==> config.mk <==
export PLATFORM = sky130hd
export DESIGN_NAME = ultrasonic_echo_trimmed_mean
export DESIGN_NICKNAME = d
export VERILOG_FILES = /design/src/uetm_pkg.sv /design/src/uetm_div.sv /design/src/ultrasonic_echo_trimmed_mean.sv
export SDC_FILE = /design/constraint.sdc
export NUM_CORES = 1
export LEC_CHECK = 0
export BUFFER_PORTS_ARGS = -buffer_cell sky130_fd_sc_hd__buf_2
export CELL_PAD_IN_SITES_DETAIL_PLACEMENT = 1
export CELL_PAD_IN_SITES_GLOBAL_PLACEMENT = 1
export CORE_MARGIN = 1.5
export CORE_UTILIZATION = 54
export DETAILED_ROUTE_END_ITERATION = 16
export PLACE_DENSITY_LB_ADDON = 0.15
export SYNTH_ARGS = -nofsm -noshare
export SYNTH_HDL_FRONTEND = slang
export SYNTH_SLANG_ARGS = --single-unit
==> constraint.sdc <==
create_clock -name i_clk -period 11.15 [get_ports i_clk]
set_input_delay 1.6725 -clock i_clk [delete_from_list [all_inputs] [get_ports i_clk]]
set_output_delay 1.6725 -clock i_clk [all_outputs]
set_load 0.05 [all_outputs]
==> src/uetm_pkg.sv <==
// ----------------------------------------------------------------------------
// uetm_pkg
// Shared types and constants for the ultrasonic echo trimmed-mean filter.
// ----------------------------------------------------------------------------
package uetm_pkg;

    // Field widths
    localparam int WIDTH_W  = 15;   // echo width, us
    localparam int SPEED_W  = 16;   // speed of sound, Q0.16
    localparam int DIST_W   = 14;   // distance, 1/16 cm
    localparam int SCNT_W   = 5;    // sample_count register
    localparam int VS_W     = 5;    // valid_samples output
    localparam int CFG_A_W  = 2;
    localparam int CFG_D_W  = 16;

    // Product and distance
    localparam int PROD_W   = WIDTH_W + SPEED_W;
    localparam int DSHIFT   = 13;
    localparam int FDIST_W  = PROD_W - DSHIFT;

    // Trimming: drop min and max from this many accepted samples upwards
    localparam int TRIM_MIN_COUNT = 5;
    localparam int TRIM_DROP      = 2;

    localparam int MAX_BATCH_DEF  = 16;

    // Register reset values
    localparam logic [SCNT_W-1:0]  SAMPLE_COUNT_RST = 5'd5;
    localparam logic [SPEED_W-1:0] SOUND_SPEED_RST  = 16'd2248;
    localparam logic [DIST_W-1:0]  MIN_DIST_RST     = 14'd320;
    localparam logic [DIST_W-1:0]  MAX_DIST_RST     = 14'd9920;

    // Configuration register indexes
    typedef enum logic [CFG_A_W-1:0] {
        CFG_SAMPLE_COUNT = 2'd0,
        CFG_SOUND_SPEED  = 2'd1,
        CFG_MIN_DIST     = 2'd2,
        CFG_MAX_DIST     = 2'd3
    } t_cfg_idx;

    // Sequencer states
    typedef enum logic [2:0] {
        ST_IDLE,
        ST_MUL,
        ST_ACC,
        ST_TRIM,
        ST_DIV,
        ST_OUT
    } t_state;

    // Divider control and status
    typedef struct packed {
        logic start;
    } t_div_ctrl;

    typedef struct packed {
        logic busy;
        logic done;
    } t_div_stat;

endpackage

==> src/uetm_div.sv <==
// ----------------------------------------------------------------------------
// uetm_div
// Restoring divider, one quotient bit per cycle, unsigned.
// ----------------------------------------------------------------------------
module uetm_div #(
    parameter int DVD_W = 18,
    parameter int DVS_W = 5
) (
    input  logic                  i_clk,
    input  logic                  i_rst_n,
    input  uetm_pkg::t_div_ctrl   i_ctrl,
    input  logic [DVD_W-1:0]      i_dividend,
    input  logic [DVS_W-1:0]      i_divisor,
    output uetm_pkg::t_div_stat   o_stat,
    output logic [DVD_W-1:0]      o_quotient
);
    import uetm_pkg::*;

    localparam int ITER_W = $clog2(DVD_W + 1);

    logic              r_busy, n_busy;
    logic              r_done, n_done;
    logic [ITER_W-1:0] r_iter, n_iter;
    logic [DVS_W:0]    r_rem,  n_rem;
    logic [DVD_W-1:0]  r_quo,  n_quo;
    logic [DVS_W-1:0]  r_dvs,  n_dvs;

    logic [DVS_W:0]    rem_sh;
    logic [DVS_W:0]    rem_sub;
    logic              fits;

    // One shift-subtract step
    always_comb begin
        rem_sh  = {r_rem[DVS_W-1:0], r_quo[DVD_W-1]};
        fits    = (rem_sh >= {1'b0, r_dvs});
        rem_sub = rem_sh - {1'b0, r_dvs};
    end

    // Iteration control
    always_comb begin
        n_busy = r_busy;
        n_done = 1'b0;
        n_iter = r_iter;
        n_rem  = r_rem;
        n_quo  = r_quo;
        n_dvs  = r_dvs;
        if (r_busy) begin
            n_rem  = fits ? rem_sub : rem_sh;
            n_quo  = {r_quo[DVD_W-2:0], fits};
            n_iter = r_iter - ITER_W'(1);
            if (r_iter == ITER_W'(1)) begin
                n_busy = 1'b0;
                n_done = 1'b1;
            end
        end else if (i_ctrl.start) begin
            n_busy = 1'b1;
            n_iter = ITER_W'(DVD_W);
            n_rem  = '0;
            n_quo  = i_dividend;
            n_dvs  = i_divisor;
        end
    end

    always_ff @(posedge i_clk) begin
        if (!i_rst_n) begin
            r_busy <= 1'b0;
            r_done <= 1'b0;
            r_iter <= '0;
        end else begin
            r_busy <= n_busy;
            r_done <= n_done;
            r_iter <= n_iter;
        end
    end

    always_ff @(posedge i_clk) begin
        r_rem <= n_rem;
        r_quo <= n_quo;
        r_dvs <= n_dvs;
    end

    assign o_stat.busy = r_busy;
    assign o_stat.done = r_done;
    assign o_quotient  = r_quo;

endmodule

==> src/ultrasonic_echo_trimmed_mean.sv <==
// ----------------------------------------------------------------------------
// ultrasonic_echo_trimmed_mean
// Batched ultrasonic range filter with min/max trimmed mean.
// ----------------------------------------------------------------------------
// Input channel (i_valid / o_stall) carries one echo width per beat; 0 is a
// timeout. Each width is scaled to a distance in 1/16 cm by one multiply,
// checked against the distance window and folded into the running count,
// sum, minimum and maximum. o_stall is high while an item is in work.
// A beat that does not close a batch passes through accept, multiply and
// accumulate. The beat that closes a batch adds a trim step, then the
// shared restoring divider, one quotient bit per cycle (SUM_W quotient bits,
// 18 for the default batch depth of 16), plus a done step and a load step.
// A batch with no accepted sample skips the divider and goes from the trim
// step straight to output.
// Output channel (o_valid / i_stall) carries one result beat per batch from
// an output register; new samples are accepted while it waits. If a second
// batch finishes while the first result is still stalled, the block holds
// the new result and keeps o_stall high until the register is free.
// Synchronous reset restores the register defaults and clears the batch.
// Configuration writes (i_cfg_we) are taken in any cycle and should only be
// made while the block is idle.
// ----------------------------------------------------------------------------
module ultrasonic_echo_trimmed_mean #(
    parameter int MAX_BATCH = uetm_pkg::MAX_BATCH_DEF
) (
    input  logic                          i_clk,
    input  logic                          i_rst_n,
    // configuration write port
    input  logic                          i_cfg_we,
    input  logic [uetm_pkg::CFG_A_W-1:0]  i_cfg_addr,
    input  logic [uetm_pkg::CFG_D_W-1:0]  i_cfg_data,
    // sample channel
    input  logic                          i_valid,
    output logic                          o_stall,
    input  logic [uetm_pkg::WIDTH_W-1:0]  i_echo_width_us,
    // result channel
    output logic                          o_valid,
    input  logic                          i_stall,
    output logic [uetm_pkg::DIST_W-1:0]   o_mean_distance_q4,
    output logic                          o_result_valid,
    output logic [uetm_pkg::VS_W-1:0]     o_valid_samples
);
    import uetm_pkg::*;

    localparam int CNT_W = $clog2(MAX_BATCH + 1);
    localparam int SUM_W = DIST_W + $clog2(MAX_BATCH);

    // Configuration registers
    logic [SCNT_W-1:0]  r_sample_count;
    logic [SPEED_W-1:0] r_sound_speed;
    logic [DIST_W-1:0]  r_min_dist;
    logic [DIST_W-1:0]  r_max_dist;

    always_ff @(posedge i_clk) begin
        if (!i_rst_n) begin
            r_sample_count <= SAMPLE_COUNT_RST;
            r_sound_speed  <= SOUND_SPEED_RST;
            r_min_dist     <= MIN_DIST_RST;
            r_max_dist     <= MAX_DIST_RST;
        end else if (i_cfg_we) begin
            case (t_cfg_idx'(i_cfg_addr))
                CFG_SAMPLE_COUNT: r_sample_count <= i_cfg_data[SCNT_W-1:0];
                CFG_SOUND_SPEED:  r_sound_speed  <= i_cfg_data[SPEED_W-1:0];
                CFG_MIN_DIST:     r_min_dist     <= i_cfg_data[DIST_W-1:0];
                CFG_MAX_DIST:     r_max_dist     <= i_cfg_data[DIST_W-1:0];
                default: ;
            endcase
        end
    end

    // Effective batch length
    logic [CNT_W-1:0] batch_len;
    always_comb begin
        if (r_sample_count == '0) begin
            batch_len = CNT_W'(1);
        end else if (int'(r_sample_count) > MAX_BATCH) begin
            batch_len = CNT_W'(MAX_BATCH);
        end else begin
            batch_len = CNT_W'(r_sample_count);
        end
    end

    // State and datapath registers
    t_state             r_state, n_state;
    logic [WIDTH_W-1:0] r_width, n_width;
    logic [PROD_W-1:0]  r_prod,  n_prod;
    logic [CNT_W-1:0]   r_pos,   n_pos;
    logic [CNT_W-1:0]   r_good,  n_good;
    logic [SUM_W-1:0]   r_sum,   n_sum;
    logic [DIST_W-1:0]  r_lo,    n_lo;
    logic [DIST_W-1:0]  r_hi,    n_hi;
    logic [DIST_W-1:0]  r_mean,  n_mean;
    logic               r_rvld,  n_rvld;
    logic               r_ovld,  n_ovld;
    logic [DIST_W-1:0]  r_omean, n_omean;
    logic               r_orv,   n_orv;
    logic [VS_W-1:0]    r_ovs,   n_ovs;

    // Divider interface
    t_div_ctrl          div_ctrl;
    t_div_stat          div_stat;
    logic [SUM_W-1:0]   div_dvd;
    logic [CNT_W-1:0]   div_dvs;
    logic [SUM_W-1:0]   div_quo;

    // Distance and window check
    logic [FDIST_W-1:0] dist_full;
    logic               in_win;
    logic [CNT_W-1:0]   pos_inc;
    logic               last_beat;
    logic               out_free;
    logic [CNT_W+VS_W-1:0] good_ext;

    always_comb begin
        dist_full = r_prod[PROD_W-1:DSHIFT];
        in_win    = (r_width != '0)
                    && (dist_full >= FDIST_W'(r_min_dist))
                    && (dist_full <= FDIST_W'(r_max_dist));
        pos_inc   = r_pos + CNT_W'(1);
        last_beat = (pos_inc >= batch_len);
        out_free  = !r_ovld || !i_stall;
        good_ext  = {{VS_W{1'b0}}, r_good};
    end

    // Next state
    always_comb begin
        n_state = r_state;
        case (r_state)
            ST_IDLE: if (i_valid) n_state = ST_MUL;
            ST_MUL:  n_state = ST_ACC;
            ST_ACC:  n_state = last_beat ? ST_TRIM : ST_IDLE;
            ST_TRIM: n_state = (r_good == '0) ? ST_OUT : ST_DIV;
            ST_DIV:  if (div_stat.done) n_state = ST_OUT;
            ST_OUT:  if (out_free) n_state = ST_IDLE;
            default: n_state = ST_IDLE;
        endcase
    end

    // Datapath and outputs
    always_comb begin
        n_width  = r_width;
        n_prod   = r_prod;
        n_pos    = r_pos;
        n_good   = r_good;
        n_sum    = r_sum;
        n_lo     = r_lo;
        n_hi     = r_hi;
        n_mean   = r_mean;
        n_rvld   = r_rvld;
        n_omean  = r_omean;
        n_orv    = r_orv;
        n_ovs    = r_ovs;
        n_ovld   = r_ovld && i_stall;
        div_ctrl = '0;
        div_dvd  = r_sum;
        div_dvs  = r_good;
        case (r_state)
            ST_IDLE: begin
                n_width = i_echo_width_us;
            end
            ST_MUL: begin
                n_prod = PROD_W'(r_width) * PROD_W'(r_sound_speed);
            end
            ST_ACC: begin
                n_pos = pos_inc;
                if (in_win) begin
                    n_good = r_good + CNT_W'(1);
                    n_sum  = r_sum + SUM_W'(dist_full[DIST_W-1:0]);
                    if (dist_full[DIST_W-1:0] < r_lo) n_lo = dist_full[DIST_W-1:0];
                    if (dist_full[DIST_W-1:0] > r_hi) n_hi = dist_full[DIST_W-1:0];
                end
            end
            ST_TRIM: begin
                // drop one minimum and one maximum from larger batches
                n_mean = '0;
                n_rvld = (r_good != '0);
                if (int'(r_good) >= TRIM_MIN_COUNT) begin
                    div_dvd = r_sum - SUM_W'(r_lo) - SUM_W'(r_hi);
                    div_dvs = r_good - CNT_W'(TRIM_DROP);
                end
                div_ctrl.start = (r_good != '0);
            end
            ST_DIV: begin
                if (div_stat.done) n_mean = div_quo[DIST_W-1:0];
            end
            ST_OUT: begin
                if (out_free) begin
                    n_ovld  = 1'b1;
                    n_omean = r_mean;
                    n_orv   = r_rvld;
                    n_ovs   = good_ext[VS_W-1:0];
                    // start a fresh batch
                    n_pos   = '0;
                    n_good  = '0;
                    n_sum   = '0;
                    n_lo    = '1;
                    n_hi    = '0;
                end
            end
            default: ;
        endcase
    end

    // Control and batch state
    always_ff @(posedge i_clk) begin
        if (!i_rst_n) begin
            r_state <= ST_IDLE;
            r_pos   <= '0;
            r_good  <= '0;
            r_sum   <= '0;
            r_lo    <= '1;
            r_hi    <= '0;
            r_ovld  <= 1'b0;
        end else begin
            r_state <= n_state;
            r_pos   <= n_pos;
            r_good  <= n_good;
            r_sum   <= n_sum;
            r_lo    <= n_lo;
            r_hi    <= n_hi;
            r_ovld  <= n_ovld;
        end
    end

    // Payload
    always_ff @(posedge i_clk) begin
        r_width <= n_width;
        r_prod  <= n_prod;
        r_mean  <= n_mean;
        r_rvld  <= n_rvld;
        r_omean <= n_omean;
        r_orv   <= n_orv;
        r_ovs   <= n_ovs;
    end

    // Shared divider
    uetm_div #(
        .DVD_W (SUM_W),
        .DVS_W (CNT_W)
    ) u_div (
        .i_clk      (i_clk),
        .i_rst_n    (i_rst_n),
        .i_ctrl     (div_ctrl),
        .i_dividend (div_dvd),
        .i_divisor  (div_dvs),
        .o_stat     (div_stat),
        .o_quotient (div_quo)
    );

    assign o_stall            = (r_state != ST_IDLE);
    assign o_valid            = r_ovld;
    assign o_mean_distance_q4 = r_omean;
    assign o_result_valid     = r_orv;
    assign o_valid_samples    = r_ovs;

endmodule

==> results.sh <==
export IMPL_tightest_slew_ns=1.24
export IMPL_port_buffers=59
export IMPL_first_global_vias=16000
export IMPL_yosysTopAreaCell="fa_1"
export IMPL_synth_enable_flop_cells=96
export IMPL_grt_max_degree=52
export IMPL_fin_skew_ns=0.0224
export IMPL_p_per_area_nw_per_um2=194
export IMPL_die_x_um=190
export IMPL_hold_viol_final=0
export IMPL_antenna_cells=0
export IMPL_gp_congestion=0.866
export IMPL_period_share_pct=62.1
export IMPL_drv_cap=0
export IMPL_dr_pass1_iters=5
export IMPL_antenna_found_initial=0
export IMPL_syn_area_per_cell_sq_um=9.33
export IMPL_ios=60
export IMPL_clockBufferDepth=3
export IMPL_synth_top_flop_cell="dfxtp_1"
export IMPL_final_common_cell="inv_1"
export IMPL_start_util_pct=54.8
export IMPL_vias_per_cell=5.71
export IMPL_synth_top_area_share_pct=20.7
export IMPL_tritoncts="done"
export IMPL_hold_class="flip-flop to flip-flop"
export IMPL_drc=0
export IMPL_cts_made_buffers=27
export IMPL_crit_path_max_incr_delay_ns=0.60
export IMPL_crit_arrival_ns=7.21
export IMPL_synth_async_reset_ratio_pct=0
export IMPL_vias=14400
export IMPL_clock_latency_ns=0.56
export IMPL_critPathKind="flip-flop to flip-flop"
export IMPL_postPlaceCellArea_sq_um=19500
export IMPL_num_rows=68
export IMPL_crit_path_frequent_cell="fa_1"
export IMPL_cts_resized=0
export IMPL_fillCellCount=4015
export IMPL_critPathSlowestCell="edfxtp_1"
export IMPL_grt_total_usage_pct=30.0
export IMPL_hpwl_um=40500
export IMPL_die_area_sq_um=36100
export IMPL_vdd_drop_max_mv=0.131
export IMPL_synthCells=2024
export IMPL_grt_pass1_wl_um=84600
export IMPL_synth_seq_cells=212
export IMPL_drtIter0Drc=703
export IMPL_rsz0062_at_grt="false"
export IMPL_critPathRequiredTime_ns=11.44
export IMPL_fin_nets=2478
export IMPL_mostFrequentLayoutCells="inv_1, nand2_1, ha_1, fa_1, and2_1"
export IMPL_period_needed_ns=6.92
export IMPL_tns_ns=0
export IMPL_drive_gt1_share_pct=6.33
export IMPL_overflow=0
export IMPL_wl_um=52500
export IMPL_syn_to_final_growth_pct=7.47
export IMPL_slew_headroom_pct=16.7
export IMPL_worst_path_max_fanout=17
export IMPL_h_tree_depth=1
export IMPL_design_area_sq_um=20300
export IMPL_wl_per_cell_um=20.8
export IMPL_core_sq_um=34500
export IMPL_cts_root_buf="clkbuf_16"
export IMPL_crit_chain="and2_1, fa_1, inv_1, fa_1, inv_1, fa_1, inv_1, fa_1, inv_1, fa_1, fa_1, ha_1, nand4_1, a21oi_1, nand3_1, nand3_1, o311ai_0, o22ai_1, a41oi_1, o21ba_2, xnor2_1"
export IMPL_dp_slack_ns=4.28
export IMPL_fin_ws_ns=4.23
export IMPL_status="complete, no violations"
export IMPL_mappedNetlistArea_sq_um=18900
export IMPL_ant_nets=0
export IMPL_fmax_ghz=0.144
export IMPL_yosys_top_cells_area="fa_1, edfxtp_1, ha_1"
export IMPL_finalMaxSlewViolations=0
export IMPL_ys_types=73
export IMPL_hold_buffers=0
export IMPL_end_kind="flip-flop"
export IMPL_syn_nets=2454
export IMPL_die_y_um=190
export IMPL_critPathLaunchType="flip-flop"
export IMPL_p_leak_nw=9.48
export IMPL_yosysWarningCount=0
export IMPL_setup_viol=0
export IMPL_synth_seq_area_share_pct=27.6
export IMPL_clk_pin_slew_worst_paths_ns=0.06
export IMPL_cts_sinks=212
export IMPL_postCtsSetupBuffers=0
## cells in the mapped netlist (21+ instances only)
cell and count:
mux2i_1 37, nand2_1 285, edfxtp_1 96, ha_1 197
clkbuf_1 67, o21ai_0 47, and3_1 21, nor2_1 91
fa_1 195, dfxtp_1 116, xnor2_1 25, a21oi_1 117
inv_1 305, a21o_1 30, nor3_1 23, nand3_1 42
and2_1 143
## registers in the layout, indices dropped and copies added, names as in the netlist
signal	count
r_min_dist	14
u_div.r_dvs	5
r_sum	18
u_div.r_iter	5
r_sound_speed	16
o_valid_samples	5
r_hi	14
u_div.r_done	1
r_good	5
r_state	3
r_max_dist	14
r_pos	5
r_mean	14
u_div.o_quotient	18
r_prod	18
o_valid	1
u_div.r_rem	5
r_lo	14
r_rvld	1
o_mean_distance_q4	14
o_result_valid	1
u_div.r_busy	1
r_width	15
r_sample_count	5
## power by group
| group | internal, W | switching, W | leakage (nW) | total (W) |
|---|---|---|---|---|
| clock network | 0.000468 | 0.000356 | 0.392 | 0.000823 |
| registers | 0.000938 | 0.000154 | 1.85 | 0.00109 |
| logic | 0.000876 | 0.00114 | 7.24 | 0.00201 |
## through the flow
step | cells | hold WS (ns) | utilization, % | power, W
4_1_cts | 2523 | 0.420 | 58.9 | 0.00396
6_report | 2523 | 0.419 | 58.9 | 0.00393
3_5_place_dp | 2474 | 0.406 | 56.6 | 0.00312
5_1_grt | 2523 | 0.422 | 58.9 | 0.00426
2_1_floorplan | 2024 | 0.400 | - | 0.00255
3_3_place_gp | 2474 | 0.401 | 56.6 | 0.00296
## critical path, delay by kind of cell (launching register included)
family	cells	cell delay, ns
xor+xnor	1	0.12
compound gates	5	1.56
fa+ha+maj	7	3.38
simple gates	4	0.77
buf+inv	4	0.24
flops	1	0.60
## final timing paths
kind,start,slack (ns),end,cells past startpoint
setup reg to reg,r_width[5],4.23,r_prod[27],21
hold reg to reg,r_rvld,0.42,o_result_valid,0
setup / recovery,r_width[5],4.23,r_prod[27],21
hold / removal,r_rvld,0.42,o_result_valid,0
## layout make-up
type / count / area (sq um) / share of cell area [%]
Timing Repair Buffer: 71 / 385 / 1.90
Tap cell: 455 / 569 / 2.80
Clock buffer: 33 / 698 / 3.44
Clock inverter: 16 / 114 / 0.561
Multi-Input combinational cell: 1430 / 12200 / 60.0
Inverter: 306 / 1150 / 5.66
Sequential cell: 212 / 5200 / 25.6
## cell families after synthesis
group / share of synthesized area (%)
buf+inv: 8.03
mux: 2.02
flops: 27.6
xor+xnor: 1.90
compound gates: 9.42
fa+ha+maj: 33.7
simple gates: 17.4
## layer usage
| metal | track usage [%] | vias to the layer above | share of wire (%) |
|---|---|---|---|
| li1 | - | 6655 | - |
| met1 | 36.4 | 7304 | 41 |
| met2 | 53.9 | 330 | 51 |
| met3 | 4.76 | 117 | 4.8 |
| met4 | 10.6 | 0 | 3.2 |
| met5 | 0 | - | 0 |
Power figures use the tool's default switching activity.
